`src/rtl/core/tcca_pkg.sv`:
```
// ----------------------------------------------------------------------------
// Track cluster chi accumulator package
// Shared payload types and constants.
// ----------------------------------------------------------------------------
`default_nettype none

package tcca_pkg;

  localparam logic [15:0] ResolutionReset = 16'd9830;

  localparam logic [1:0] StatusOk      = 2'd0;
  localparam logic [1:0] StatusNoAssoc = 2'd1;
  localparam logic [1:0] StatusError   = 2'd2;

  typedef struct packed {
    logic [23:0] cluster_hadronic_energy;
    logic [23:0] cluster_comparison_energy;
    logic [7:0]  track_count;
    logic [23:0] track_energy_sum;
    logic        last_cluster;
  } in_item_t;

  typedef struct packed {
    logic [1:0]         status;
    logic signed [39:0] chi_total;
    logic [47:0]        chi_squared_total;
    logic signed [39:0] chi_mean;
    logic [47:0]        chi_squared_mean;
    logic [31:0]        unassociated_energy;
    logic [23:0]        min_associated_energy;
    logic [15:0]        excess_tracks;
  } out_item_t;

  // Classified work handed from the front part to the back part.
  typedef struct packed {
    logic        do_chi;
    logic        neg;
    logic [23:0] mag;
    logic [23:0] trk;
    logic        last;
  } job_t;

endpackage

`default_nettype wire

```
`src/rtl/core/tcca_in_if.sv`:
```
// ----------------------------------------------------------------------------
// Input channel
// Valid/ready channel carrying one cluster per beat.
// ----------------------------------------------------------------------------
`default_nettype none

interface tcca_in_if;
  logic valid;
  logic ready;
  logic [23:0] cluster_hadronic_energy;
  logic [23:0] cluster_comparison_energy;
  logic [7:0]  track_count;
  logic [23:0] track_energy_sum;
  logic        last_cluster;
  modport source (output valid, cluster_hadronic_energy, cluster_comparison_energy,
                  track_count, track_energy_sum, last_cluster, input ready);
  modport sink (input valid, cluster_hadronic_energy, cluster_comparison_energy,
                track_count, track_energy_sum, last_cluster, output ready);
endinterface

`default_nettype wire

```
`src/rtl/core/tcca_out_if.sv`:
```
// ----------------------------------------------------------------------------
// Output channel
// Valid/ready channel carrying one result per beat.
// ----------------------------------------------------------------------------
`default_nettype none

interface tcca_out_if;
  logic valid;
  logic ready;
  logic [1:0]         status;
  logic signed [39:0] chi_total;
  logic [47:0]        chi_squared_total;
  logic signed [39:0] chi_mean;
  logic [47:0]        chi_squared_mean;
  logic [31:0]        unassociated_energy;
  logic [23:0]        min_associated_energy;
  logic [15:0]        excess_tracks;
  modport source (output valid, status, chi_total, chi_squared_total, chi_mean,
                  chi_squared_mean, unassociated_energy, min_associated_energy,
                  excess_tracks, input ready);
  modport sink (input valid, status, chi_total, chi_squared_total, chi_mean,
                chi_squared_mean, unassociated_energy, min_associated_energy,
                excess_tracks, output ready);
endinterface

`default_nettype wire

```
`src/rtl/core/tcca_cfg_if.sv`:
```
// ----------------------------------------------------------------------------
// Configuration channel
// Valid/ready channel carrying the resolution register write data.
// ----------------------------------------------------------------------------
`default_nettype none

interface tcca_cfg_if;
  logic        valid;
  logic        ready;
  logic [15:0] data;
  modport source (output valid, data, input ready);
  modport sink (input valid, data, output ready);
endinterface

`default_nettype wire

```
`src/rtl/core/tcca_front.sv`:
```
// ----------------------------------------------------------------------------
// Front part
// Accepts clusters, updates the simple sums and queues a job for every cluster.
// ----------------------------------------------------------------------------
`default_nettype none

module tcca_front (
  input  wire logic             clk_i,
  input  wire logic             rst_ni,
  input  wire tcca_pkg::in_item_t item_i,
  input  wire logic             item_valid_i,
  output logic                  item_ready_o,
  input  wire logic [15:0]      resolution_i,
  output tcca_pkg::job_t        job_o,
  output logic                  job_valid_o,
  input  wire logic             job_ready_i,
  output logic [31:0]           unassoc_o,
  output logic [23:0]           min_o,
  output logic [15:0]           excess_o,
  output logic                  error_o,
  input  wire logic             clear_i
);

  logic [31:0] unassoc_q, unassoc_d;
  logic [23:0] min_q, min_d;
  logic [15:0] excess_q, excess_d;
  logic        error_q, error_d;
  logic        hold_q, hold_d;
  logic        fire;
  logic [32:0] usum;
  logic [16:0] esum;
  logic        assoc;

  // After a last cluster the sums belong to the pending result until it is taken.
  assign item_ready_o = job_ready_i && !hold_q;
  assign fire         = item_valid_i && item_ready_o;
  assign assoc        = item_i.track_count != 8'd0;
  assign usum = {1'b0, unassoc_q} + {9'd0, item_i.cluster_hadronic_energy};
  assign esum = {1'b0, excess_q} + {9'd0, item_i.track_count - 8'd1};

  always_comb begin
    job_o.do_chi = assoc && item_i.track_energy_sum != 24'd0 && resolution_i != 16'd0;
    job_o.neg    = item_i.cluster_comparison_energy < item_i.track_energy_sum;
    job_o.mag    = job_o.neg ? item_i.track_energy_sum - item_i.cluster_comparison_energy
                             : item_i.cluster_comparison_energy - item_i.track_energy_sum;
    job_o.trk    = item_i.track_energy_sum;
    job_o.last   = item_i.last_cluster;
  end
  assign job_valid_o = item_valid_i && !hold_q;

  always_comb begin
    unassoc_d = clear_i ? 32'd0 : unassoc_q;
    min_d     = clear_i ? 24'hFFFFFF : min_q;
    excess_d  = clear_i ? 16'd0 : excess_q;
    error_d   = clear_i ? 1'b0 : error_q;
    hold_d    = clear_i ? 1'b0 : hold_q;
    if (fire) begin
      if (item_i.last_cluster) hold_d = 1'b1;
      if (!assoc) begin
        unassoc_d = usum[32] ? 32'hFFFFFFFF : usum[31:0];
      end else begin
        if (item_i.cluster_hadronic_energy < min_q) min_d = item_i.cluster_hadronic_energy;
        excess_d = esum[16] ? 16'hFFFF : esum[15:0];
        if (!job_o.do_chi) error_d = 1'b1;
      end
    end
  end

  always_ff @(posedge clk_i or negedge rst_ni) begin
    if (!rst_ni) begin
      unassoc_q <= 32'd0;
      min_q     <= 24'hFFFFFF;
      excess_q  <= 16'd0;
      error_q   <= 1'b0;
      hold_q    <= 1'b0;
    end else begin
      unassoc_q <= unassoc_d;
      min_q     <= min_d;
      excess_q  <= excess_d;
      error_q   <= error_d;
      hold_q    <= hold_d;
    end
  end

  assign unassoc_o = unassoc_q;
  assign min_o     = min_q;
  assign excess_o  = excess_q;
  assign error_o   = error_q;

endmodule

`default_nettype wire

```
`src/rtl/core/tcca_queue.sv`:
```
// ----------------------------------------------------------------------------
// Job queue
// Two-entry queue between front and back parts.
// ----------------------------------------------------------------------------
`default_nettype none

module tcca_queue (
  input  wire logic           clk_i,
  input  wire logic           rst_ni,
  input  wire tcca_pkg::job_t push_data_i,
  input  wire logic           push_valid_i,
  output logic                push_ready_o,
  output tcca_pkg::job_t      pop_data_o,
  output logic                pop_valid_o,
  input  wire logic           pop_ready_i
);

  tcca_pkg::job_t mem_q [2];
  logic       wr_q, rd_q;
  logic [1:0] cnt_q;
  logic       push, pop;

  assign push_ready_o = cnt_q != 2'd2;
  assign pop_valid_o  = cnt_q != 2'd0;
  assign push = push_valid_i && push_ready_o;
  assign pop  = pop_valid_o && pop_ready_i;
  assign pop_data_o = mem_q[rd_q];

  always_ff @(posedge clk_i) begin
    if (push) mem_q[wr_q] <= push_data_i;
  end

  always_ff @(posedge clk_i or negedge rst_ni) begin
    if (!rst_ni) begin
      wr_q <= 1'b0; rd_q <= 1'b0; cnt_q <= 2'd0;
    end else begin
      if (push) wr_q <= ~wr_q;
      if (pop)  rd_q <= ~rd_q;
      cnt_q <= cnt_q + {1'b0, push} - {1'b0, pop};
    end
  end

  a_cnt_max: assert property (@(posedge clk_i) disable iff (!rst_ni) cnt_q != 2'd3)
    else $error("queue count overflow");
  a_no_pop_empty: assert property (@(posedge clk_i) disable iff (!rst_ni)
    cnt_q == 2'd0 |-> !pop) else $error("pop from empty queue");
  a_full_hold: assert property (@(posedge clk_i) disable iff (!rst_ni)
    (cnt_q == 2'd2 && !pop_ready_i) |=> cnt_q == 2'd2) else $error("full queue lost entry");

endmodule

`default_nettype wire

```
`src/rtl/core/tcca_back.sv`:
```
// ----------------------------------------------------------------------------
// Back part
// Iterative square root and division for chi, accumulation and result.
// ----------------------------------------------------------------------------
`default_nettype none

module tcca_back #(
  parameter int unsigned CountCap = 1024
) (
  input  wire logic            clk_i,
  input  wire logic            rst_ni,
  input  wire tcca_pkg::job_t  job_i,
  input  wire logic            job_valid_i,
  output logic                 job_ready_o,
  input  wire logic [15:0]     resolution_i,
  input  wire logic [31:0]     unassoc_i,
  input  wire logic [23:0]     min_i,
  input  wire logic [15:0]     excess_i,
  input  wire logic            error_i,
  output logic                 clear_o,
  output tcca_pkg::out_item_t  res_o,
  output logic                 res_valid_o,
  input  wire logic            res_ready_i
);

  typedef enum logic [7:0] {
    StIdle = 8'b00000001, StSqrt = 8'b00000010, StMul = 8'b00000100,
    StDiv = 8'b00001000, StSq = 8'b00010000, StAcc = 8'b00100000,
    StMean = 8'b01000000, StOut = 8'b10000000
  } state_e;

  localparam logic [10:0] Cap = (CountCap < 2047) ? 11'(CountCap) : 11'd2047;

  state_e      state_q, state_d;
  logic [5:0]  step_q;
  tcca_pkg::job_t job_q;
  // sqrt
  logic [39:0] rem_q;
  logic [19:0] root_q;
  logic [39:0] rad_q;
  // division
  logic [57:0] num_q;
  logic [35:0] den_q;
  logic [57:0] drem_q;
  logic [57:0] quot_q;
  logic [63:0] prod_q;
  // accumulators
  logic signed [39:0] chi_q, chi_d;
  logic [47:0]        sq_q, sq_d;
  logic [10:0]        cnt_q, cnt_d;
  // means
  logic [47:0] mnum_q, mquot_q;
  logic [10:0] mrem_q;
  logic        mneg_q;
  logic [47:0] sn_q, sqt_q;
  logic [10:0] sr_q;

  logic [41:0] trial;
  logic [58:0] dshift;
  logic [11:0] mshift;
  logic [11:0] sshift;
  logic [38:0] qsat;
  logic signed [41:0] csum;
  logic [48:0] ssum;
  logic [39:0] chi_abs;
  logic [39:0] mean_abs;
  logic        mean_load;

  assign trial   = {rem_q, rad_q[39:38]} - {20'd0, root_q, 2'b01};
  assign dshift  = {drem_q, num_q[57]};
  assign mshift  = {mrem_q, mnum_q[47]};
  assign sshift  = {sr_q, sn_q[47]};
  assign qsat    = (quot_q > 58'h7FFFFFFFFF) ? 39'h7FFFFFFFFF : quot_q[38:0];
  assign chi_abs = chi_d[39] ? 40'(-chi_d) : chi_d;
  assign mean_abs  = mquot_q[39:0];
  assign mean_load = state_q == StIdle || state_q == StAcc;

  assign job_ready_o = state_q == StIdle;
  assign clear_o     = state_q == StOut && res_ready_i;
  assign res_valid_o = state_q == StOut;

  assign csum = (job_q.neg ? -42'(signed'({3'd0, qsat})) : 42'(signed'({3'd0, qsat})))
                + 42'(chi_q);
  assign ssum = {1'b0, sq_q} + ((quot_q >= 58'h100000000) ? 49'h0FFFFFFFFFFFF
                : {1'b0, prod_q[63:16]});

  always_comb begin
    state_d = state_q;
    unique case (state_q)
      StIdle: if (job_valid_i) state_d = job_i.do_chi ? StSqrt : (job_i.last ? StMean : StIdle);
      StSqrt: if (step_q == 6'd19) state_d = StMul;
      StMul:  state_d = StDiv;
      StDiv:  if (step_q == 6'd57) state_d = StSq;
      StSq:   state_d = StAcc;
      StAcc:  state_d = job_q.last ? StMean : StIdle;
      StMean: if (step_q == 6'd47) state_d = StOut;
      StOut:  if (res_ready_i) state_d = StIdle;
      default: state_d = StIdle;
    endcase
  end

  always_comb begin
    chi_d = chi_q;
    sq_d  = sq_q;
    cnt_d = cnt_q;
    if (state_q == StAcc) begin
      if (csum > 42'sh7FFFFFFFFF) chi_d = 40'sh7FFFFFFFFF;
      else if (csum < -42'sh8000000000) chi_d = 40'sh8000000000;
      else chi_d = csum[39:0];
      sq_d = ssum[48] ? 48'hFFFFFFFFFFFF : ssum[47:0];
      if (cnt_q < Cap) cnt_d = cnt_q + 11'd1;
    end
    if (clear_o) begin
      chi_d = '0;
      sq_d  = '0;
      cnt_d = '0;
    end
  end

  always_ff @(posedge clk_i or negedge rst_ni) begin
    if (!rst_ni) begin
      state_q <= StIdle;
      step_q  <= 6'd0;
      chi_q   <= '0;
      sq_q    <= '0;
      cnt_q   <= '0;
    end else begin
      state_q <= state_d;
      step_q  <= (state_d != state_q) ? 6'd0 : step_q + 6'd1;
      chi_q   <= chi_d;
      sq_q    <= sq_d;
      cnt_q   <= cnt_d;
    end
  end

  always_ff @(posedge clk_i) begin
    unique case (state_q)
      StIdle: begin
        job_q  <= job_i;
        rad_q  <= {job_i.trk, 16'd0};
        rem_q  <= '0;
        root_q <= '0;
      end
      StSqrt: begin
        rad_q <= {rad_q[37:0], 2'b00};
        if (!trial[41]) begin
          rem_q  <= trial[39:0];
          root_q <= {root_q[18:0], 1'b1};
        end else begin
          rem_q  <= {rem_q[37:0], rad_q[39:38]};
          root_q <= {root_q[18:0], 1'b0};
        end
      end
      StMul: begin
        den_q  <= 36'(resolution_i * root_q);
        num_q  <= {job_q.mag, 34'd0};
        drem_q <= '0;
        quot_q <= '0;
      end
      StDiv: begin
        num_q <= {num_q[56:0], 1'b0};
        if (dshift >= {23'd0, den_q}) begin
          drem_q <= 58'(dshift - {23'd0, den_q});
          quot_q <= {quot_q[56:0], 1'b1};
        end else begin
          drem_q <= dshift[57:0];
          quot_q <= {quot_q[56:0], 1'b0};
        end
      end
      StSq: begin
        prod_q <= 64'(quot_q[31:0]) * 64'(quot_q[31:0]);
      end
      default: begin
      end
    endcase
  end

  // Both means are divided in parallel, loaded from the final sums.
  always_ff @(posedge clk_i) begin
    if (mean_load) begin
      mneg_q  <= chi_d[39];
      mnum_q  <= {8'd0, chi_abs};
      mrem_q  <= '0;
      mquot_q <= '0;
      sn_q    <= sq_d;
      sr_q    <= '0;
      sqt_q   <= '0;
    end else if (state_q == StMean) begin
      mnum_q <= {mnum_q[46:0], 1'b0};
      if (mshift >= {1'b0, cnt_q} && cnt_q != 11'd0) begin
        mrem_q  <= 11'(mshift - {1'b0, cnt_q});
        mquot_q <= {mquot_q[46:0], 1'b1};
      end else begin
        mrem_q  <= mshift[10:0];
        mquot_q <= {mquot_q[46:0], 1'b0};
      end
      sn_q <= {sn_q[46:0], 1'b0};
      if (sshift >= {1'b0, cnt_q} && cnt_q != 11'd0) begin
        sr_q  <= 11'(sshift - {1'b0, cnt_q});
        sqt_q <= {sqt_q[46:0], 1'b1};
      end else begin
        sr_q  <= sshift[10:0];
        sqt_q <= {sqt_q[46:0], 1'b0};
      end
    end
  end

  always_comb begin
    res_o = '0;
    res_o.unassociated_energy   = unassoc_i;
    res_o.min_associated_energy = min_i;
    res_o.excess_tracks         = excess_i;
    if (error_i) res_o.status = tcca_pkg::StatusError;
    else if (cnt_q == 11'd0) res_o.status = tcca_pkg::StatusNoAssoc;
    else begin
      res_o.status            = tcca_pkg::StatusOk;
      res_o.chi_total         = chi_q;
      res_o.chi_squared_total = sq_q;
      res_o.chi_mean          = mneg_q ? -$signed(mean_abs) : $signed(mean_abs);
      res_o.chi_squared_mean  = sqt_q;
    end
  end

  a_out_hold: assert property (@(posedge clk_i) disable iff (!rst_ni)
    (res_valid_o && !res_ready_i) |=> res_valid_o) else $error("result dropped");
  a_busy: assert property (@(posedge clk_i) disable iff (!rst_ni)
    state_q == StDiv |-> !job_ready_o) else $error("accepted job while dividing");
  a_cnt: assert property (@(posedge clk_i) disable iff (!rst_ni) cnt_q <= Cap)
    else $error("count above cap");

endmodule

`default_nettype wire

```
`src/rtl/core/track_cluster_chi_accumulator.sv`:
```
// ----------------------------------------------------------------------------
// Track cluster chi accumulator
// Scores cluster energies against their track energies per candidate list.
// ----------------------------------------------------------------------------
// An associated cluster holds the back part while it takes the job and runs
// 20 square root steps, one multiply, 58 divide steps, one square, one accumulate.
// Other clusters skip these steps in the back part; a two-entry queue decouples the front.
// A last cluster adds 48 mean steps before the result beat, and input stalls
// from its acceptance until that beat is taken.
// Reset clears all sums, sets the minimum to all ones and resolution to 9830.
`default_nettype none

module track_cluster_chi_accumulator #(
  parameter int unsigned MAX_CLUSTERS = 1024
) (
  input wire logic clk_i,
  input wire logic rst_ni,
  tcca_in_if.sink   in_i,
  tcca_out_if.source out_o,
  tcca_cfg_if.sink  cfg_i
);

  logic [15:0] res_q;
  tcca_pkg::in_item_t item;
  tcca_pkg::job_t fjob, bjob;
  tcca_pkg::out_item_t res;
  logic fvalid, fready, bvalid, bready, clear;
  logic [31:0] unassoc;
  logic [23:0] minv;
  logic [15:0] excess;
  logic err;

  assign cfg_i.ready = 1'b1;
  always_ff @(posedge clk_i or negedge rst_ni) begin
    if (!rst_ni) res_q <= tcca_pkg::ResolutionReset;
    else if (cfg_i.valid) res_q <= cfg_i.data;
  end

  assign item.cluster_hadronic_energy   = in_i.cluster_hadronic_energy;
  assign item.cluster_comparison_energy = in_i.cluster_comparison_energy;
  assign item.track_count               = in_i.track_count;
  assign item.track_energy_sum          = in_i.track_energy_sum;
  assign item.last_cluster              = in_i.last_cluster;

  tcca_front u_front (
    .clk_i, .rst_ni, .item_i(item), .item_valid_i(in_i.valid), .item_ready_o(in_i.ready),
    .resolution_i(res_q), .job_o(fjob), .job_valid_o(fvalid), .job_ready_i(fready),
    .unassoc_o(unassoc), .min_o(minv), .excess_o(excess), .error_o(err), .clear_i(clear)
  );

  tcca_queue u_queue (
    .clk_i, .rst_ni, .push_data_i(fjob), .push_valid_i(fvalid), .push_ready_o(fready),
    .pop_data_o(bjob), .pop_valid_o(bvalid), .pop_ready_i(bready)
  );

  tcca_back #(.CountCap(MAX_CLUSTERS)) u_back (
    .clk_i, .rst_ni, .job_i(bjob), .job_valid_i(bvalid), .job_ready_o(bready),
    .resolution_i(res_q), .unassoc_i(unassoc), .min_i(minv), .excess_i(excess),
    .error_i(err), .clear_o(clear), .res_o(res), .res_valid_o(out_o.valid),
    .res_ready_i(out_o.ready)
  );

  assign out_o.status                = res.status;
  assign out_o.chi_total             = res.chi_total;
  assign out_o.chi_squared_total     = res.chi_squared_total;
  assign out_o.chi_mean              = res.chi_mean;
  assign out_o.chi_squared_mean      = res.chi_squared_mean;
  assign out_o.unassociated_energy   = res.unassociated_energy;
  assign out_o.min_associated_energy = res.min_associated_energy;
  assign out_o.excess_tracks         = res.excess_tracks;

endmodule

`default_nettype wire

```
`src/flat_wrapper.sv`:
```
// flat-port wrapper written by rule: the top's interface ports become plain ports
module track_cluster_chi_accumulator_flat 
#(
  parameter int unsigned MAX_CLUSTERS = 1024
)
  (clk_i, rst_ni, in_i_valid, in_i_cluster_hadronic_energy, in_i_cluster_comparison_energy, in_i_track_count, in_i_track_energy_sum, in_i_last_cluster, in_i_ready, out_o_valid, out_o_status, out_o_chi_total, out_o_chi_squared_total, out_o_chi_mean, out_o_chi_squared_mean, out_o_unassociated_energy, out_o_min_associated_energy, out_o_excess_tracks, out_o_ready, cfg_i_valid, cfg_i_data, cfg_i_ready);
  tcca_in_if in_i_i ();
  tcca_out_if out_o_i ();
  tcca_cfg_if cfg_i_i ();
  input wire logic clk_i;
  input wire logic rst_ni;
  input wire logic [$bits(in_i_i.valid)-1:0] in_i_valid;
  input wire logic [$bits(in_i_i.cluster_hadronic_energy)-1:0] in_i_cluster_hadronic_energy;
  input wire logic [$bits(in_i_i.cluster_comparison_energy)-1:0] in_i_cluster_comparison_energy;
  input wire logic [$bits(in_i_i.track_count)-1:0] in_i_track_count;
  input wire logic [$bits(in_i_i.track_energy_sum)-1:0] in_i_track_energy_sum;
  input wire logic [$bits(in_i_i.last_cluster)-1:0] in_i_last_cluster;
  output wire logic [$bits(in_i_i.ready)-1:0] in_i_ready;
  output wire logic [$bits(out_o_i.valid)-1:0] out_o_valid;
  output wire logic [$bits(out_o_i.status)-1:0] out_o_status;
  output wire logic [$bits(out_o_i.chi_total)-1:0] out_o_chi_total;
  output wire logic [$bits(out_o_i.chi_squared_total)-1:0] out_o_chi_squared_total;
  output wire logic [$bits(out_o_i.chi_mean)-1:0] out_o_chi_mean;
  output wire logic [$bits(out_o_i.chi_squared_mean)-1:0] out_o_chi_squared_mean;
  output wire logic [$bits(out_o_i.unassociated_energy)-1:0] out_o_unassociated_energy;
  output wire logic [$bits(out_o_i.min_associated_energy)-1:0] out_o_min_associated_energy;
  output wire logic [$bits(out_o_i.excess_tracks)-1:0] out_o_excess_tracks;
  input wire logic [$bits(out_o_i.ready)-1:0] out_o_ready;
  input wire logic [$bits(cfg_i_i.valid)-1:0] cfg_i_valid;
  input wire logic [$bits(cfg_i_i.data)-1:0] cfg_i_data;
  output wire logic [$bits(cfg_i_i.ready)-1:0] cfg_i_ready;
  assign in_i_i.valid = in_i_valid;
  assign in_i_i.cluster_hadronic_energy = in_i_cluster_hadronic_energy;
  assign in_i_i.cluster_comparison_energy = in_i_cluster_comparison_energy;
  assign in_i_i.track_count = in_i_track_count;
  assign in_i_i.track_energy_sum = in_i_track_energy_sum;
  assign in_i_i.last_cluster = in_i_last_cluster;
  assign in_i_ready = in_i_i.ready;
  assign out_o_valid = out_o_i.valid;
  assign out_o_status = out_o_i.status;
  assign out_o_chi_total = out_o_i.chi_total;
  assign out_o_chi_squared_total = out_o_i.chi_squared_total;
  assign out_o_chi_mean = out_o_i.chi_mean;
  assign out_o_chi_squared_mean = out_o_i.chi_squared_mean;
  assign out_o_unassociated_energy = out_o_i.unassociated_energy;
  assign out_o_min_associated_energy = out_o_i.min_associated_energy;
  assign out_o_excess_tracks = out_o_i.excess_tracks;
  assign out_o_i.ready = out_o_ready;
  assign cfg_i_i.valid = cfg_i_valid;
  assign cfg_i_i.data = cfg_i_data;
  assign cfg_i_ready = cfg_i_i.ready;
  track_cluster_chi_accumulator #(.MAX_CLUSTERS(MAX_CLUSTERS)) u_core (.clk_i(clk_i), .rst_ni(rst_ni), .in_i(in_i_i), .out_o(out_o_i), .cfg_i(cfg_i_i));
endmodule
```
`config.mk`:
```
export PLATFORM = sky130hd
export DESIGN_NAME = track_cluster_chi_accumulator_flat
export DESIGN_NICKNAME = d
export VERILOG_FILES = /design/src/rtl/core/tcca_pkg.sv /design/src/rtl/core/tcca_in_if.sv /design/src/rtl/core/tcca_out_if.sv /design/src/rtl/core/tcca_cfg_if.sv /design/src/rtl/core/tcca_front.sv /design/src/rtl/core/tcca_queue.sv /design/src/rtl/core/tcca_back.sv /design/src/rtl/core/track_cluster_chi_accumulator.sv /design/src/flat_wrapper.sv
export SDC_FILE = /design/constraint.sdc
export NUM_CORES = 2
export LEC_CHECK = 0
export BUFFER_PORTS_ARGS = -buffer_cell sky130_fd_sc_hd__clkbuf_2
export CAP_MARGIN = 15
export CORE_ASPECT_RATIO = 0.5
export CORE_MARGIN = 3
export CORE_UTILIZATION = 42
export DETAILED_ROUTE_END_ITERATION = 10
export HOLD_SLACK_MARGIN = 0.05
export PLACE_DENSITY_LB_ADDON = 0.05
export SYNTH_ARGS = -nofsm -noshare
export SYNTH_HDL_FRONTEND = slang
export SYNTH_SLANG_ARGS = --single-unit
```
`constraint.sdc`:
```
create_clock -name clk_i -period 11.3 [get_ports clk_i]
set_input_delay 0.565 -clock clk_i [delete_from_list [all_inputs] [get_ports clk_i]]
set_output_delay 0.565 -clock clk_i [all_outputs]
set_load 0.03 [all_outputs]
```
==> reports/results.txt <==
Largest family of logic cells by synthesized area: adder cells
Gpl congestion: 0.893
Compound-cell area share of the yosys netlist: 0.103
Pwr/cell area: 280 nW/um^2
Nets: 11400
CP arrival: 10.64 ns
Most frequent CP cell: fa_1
Hold wc startpoint: in_i_cluster_hadronic_energy[14]
Fin. Hold Viols: 0
Clock buffer depth: 3
Vias in the first global route: 66500
Mapped Nets: 11300
FF+latch count, synth: 850
Worst skew pair latency: 0.76 ns
Critical path origin: u_core.u_back.quot_q[3]$_SDFFCE_PN0P_
Final setup TNS: 0 ns
Metal-1 WL: 120 mm
Top-area cell type share of the netlist area: 0.242
Total wire length: 252 mm
Tot Pwr: 27.1 mW
Uppermost layer routed: met5
Unique masters post-synth: 104
Die area: 217000 sq um
Ys Warns: 0
Reg-to-Reg Start: u_core.u_back.quot_q[3]$_SDFFCE_PN0P_
Area contributors post-synth: fa_1 24%, edfxtp_1 18%, ha_1 9.3%
Max-cap violations: 0
Final Cycle Share: 0.902
Core ar.: 208000 sq um
Pin count of the biggest net entering global routing: 107
WL met3: 12.7 mm
Most frequent cells in the layout: 1478 x inv_1, 1174 x nand2_1, 1071 x fa_1
Max stage delay on crit path: 0.93 ns
Number of enable flip-flop cells after synthesis: 525
R2r setup slk: 1.10 ns
Iter 0 DRT Violations: 4261
Syn_area_per_cell: 9.39 sq um
I/O Buffers: 353
Yosys top cell by area: fa_1
Sequential element share of the synthesized area: 0.264
FMAX: 98.1 MHz
Setup WS pre-CTS: 1.22 ns
Maximum fanout along the worst path: 19
Slew Limit Fails: 0
DRC: 0
Met2 routed WL: 115 mm
Site Rows: 118
Main synth FF type: edfxtp_1
Clock Skew: 0.0946 ns
Die width: 655 microns
Clk pin slew, worst setup/hold paths: 0.06 ns
Htree depth: 3
Post-synthesis cell area: 88600 sq um
Via density: 5.24
Die height: 331 microns
Adder-Cell Fraction of Synth Area: 0.335
Total CTS buffers: 89
Synth-to-layout area growth: 9.03%
Fin worst setup slack: 1.10 ns
LEAKAGE: 44.0 nW
GRT Total Usage: 0.235
Commonest non-fill, non-tap cell in the layout: inv_1
Post-CTS resize count: 0
Half-perimeter wire length after placement: 194 mm
TritonCTS clock tree: done
CTS root buf: clkbuf_16
First-pass GRT wire length: 396 mm
Simple-gate portion of the synthesized area: 0.161
1st-pass router iterations: 6
Worst Hold Class: primary input to flop
Required @ worst endpoint: 11.75 ns
Initial core utilization: 0.425
Multiplexer share of the synthesized area: 0.0172
Peak VDD IR: 1.04 mV
Post-synth ARST share: 0.244
Crit-path slowest cell: edfxtp_1
Share of layout cells above drive strength 1: 0.0899
RSZ-0062 raised after global routing: no
Initial antenna violation count: 8
CP Class: flop to flop
Mapped Cells: 9433
Period minus WS final: 10.20 ns
Setup-failing EPs final: 0
Worst-Margin Slew: 1.13 ns
Clk sink count: 850
Startpoint types: flop
DR WL/cell: 20.2 microns
Xor-xnor portion of the synthesized cell area: 0.0382
Vias: 65400
GRT overflow: 0
Max_slew headroom: 0.247
Boundary Pins: 355
Post-CTS setup buffers: 0
Antenna cells: 0
CP Capture Type: flop
ANT nets after route: 0
Status: finished, final reports clean
[worst max-delay path, delay by kind of cell (launching register included)]
| family | cells | cell delay [ns] |
|---|---|---|
| AOI/OAI and AO/OA | 12 | 2.98 |
| buffers and inverters | 9 | 1.17 |
| and+or+nand+nor | 3 | 0.81 |
| xor gates and xnor gates | 1 | 0.14 |
| DFF | 1 | 0.93 |
| adders and majority gates | 9 | 3.83 |
[routing by layer]
metal | vias up | global-route usage
met4 | 2 | 0.0394
met2 | 1338 | 0.376
met3 | 260 | 0.0296
li1 | 31000 | -
met5 | - | 0
met1 | 32800 | 0.344
[worst paths after layout]
| kind | endpoint | cells after the start |
|---|---|---|
| min in group asynchronous | u_core.u_front.unassoc_o[14]$_DFF_PN0_ | 2 |
| max in group asynchronous | u_core.res_q[7]$_DFFE_PN0P_ | 3 |
| max reg2reg | u_core.u_back.prod_q[63]$_DFFE_PN_ | 34 |
| max | u_core.u_back.prod_q[63]$_DFFE_PN_ | 34 |
| min reg2reg | u_core.u_back.sqt_q[10]$_SDFFE_PN0P_ | 2 |
| min | u_core.u_front.min_o[14]$_DFF_PN1_ | 2 |
[power by group]
part | total, mW | switching, mW | internal (mW)
Combinational | 18.6 | 10.7 | 7.93
Clock | 3.11 | 1.40 | 1.70
Sequential | 5.39 | 0.481 | 4.91
[cell families (layout without fill, tap and decap cells)]
logic type | Yosys count | in the layout
other | 2 | 2
buffers and inverters | 1913 | 2153
DFF | 850 | 850
muxes | 143 | 143
xor gates and xnor gates | 386 | 386
and+or+nand+nor | 3001 | 3001
AOI/OAI and AO/OA | 1406 | 1406
adders and majority gates | 1732 | 1732
[through the flow]
step	instances	util	instance area (sq um)	hold WS, ns
floorplan	9433	-	88600	0.269
global placement	12300	0.448	93400	0.427
detailed placement	12300	0.448	93400	0.425
CTS	12500	0.464	96600	0.0536
global route	12500	0.464	96600	0.0796
finish	12500	0.464	96600	0.127
[synthesized netlist by cell type, drive strengths merged (23+ instances only)]
cell type and number:
mux2i 67, dfstp 32, xor2 160, and3 40
o21bai 34, and2 515, a211oi 36, nand4 60
nor2b 58, o21ai 348, xnor2 226, ha 661
a21o 187, dfxtp 118, or3 38, edfxtp 525
clkbuf 381, or2 29, o221a 38, nand2b 105
nor2 560, a31oi 42, nor3 113, a21oi 412
nor4 50, buf 44, dfrtp 175, mux2 76
o21a 48, nand3 182, o31ai 32, or4 23
nand2 1178, fa 1071, o211ai 30, inv 1485
[area by class of cell]
type	count	area [sq um]
clock inverter	46	489
fill	20200	112000
inverter	1488	5590
sequential	850	23300
multi-input combinational	6670	58200
timing repair buffer	502	2970
clock buffer	117	2490
tap	2820	3530
[repair_timing]
item,CTS,global route
hold buffers,19,0
hold endpoints to repair,102,0
setup endpoints to repair,0,0
[state kept, by name, indices dropped and copies added (netlist names), 48 cells and up]
| register | flops |
|---|---|
| u_core.u_back.prod_q | 48 |
| u_core.u_back.quot_q | 58 |
| u_core.u_back.sq_q | 48 |
| u_core.u_back.sn_q | 48 |
| u_core.u_back.mnum_q | 48 |
| u_core.u_back.sqt_q | 48 |
| u_core.u_queue.mem_q | 102 |
| u_core.u_back.drem_q | 58 |
Note: power is estimated with default switching activity, not from simulation.
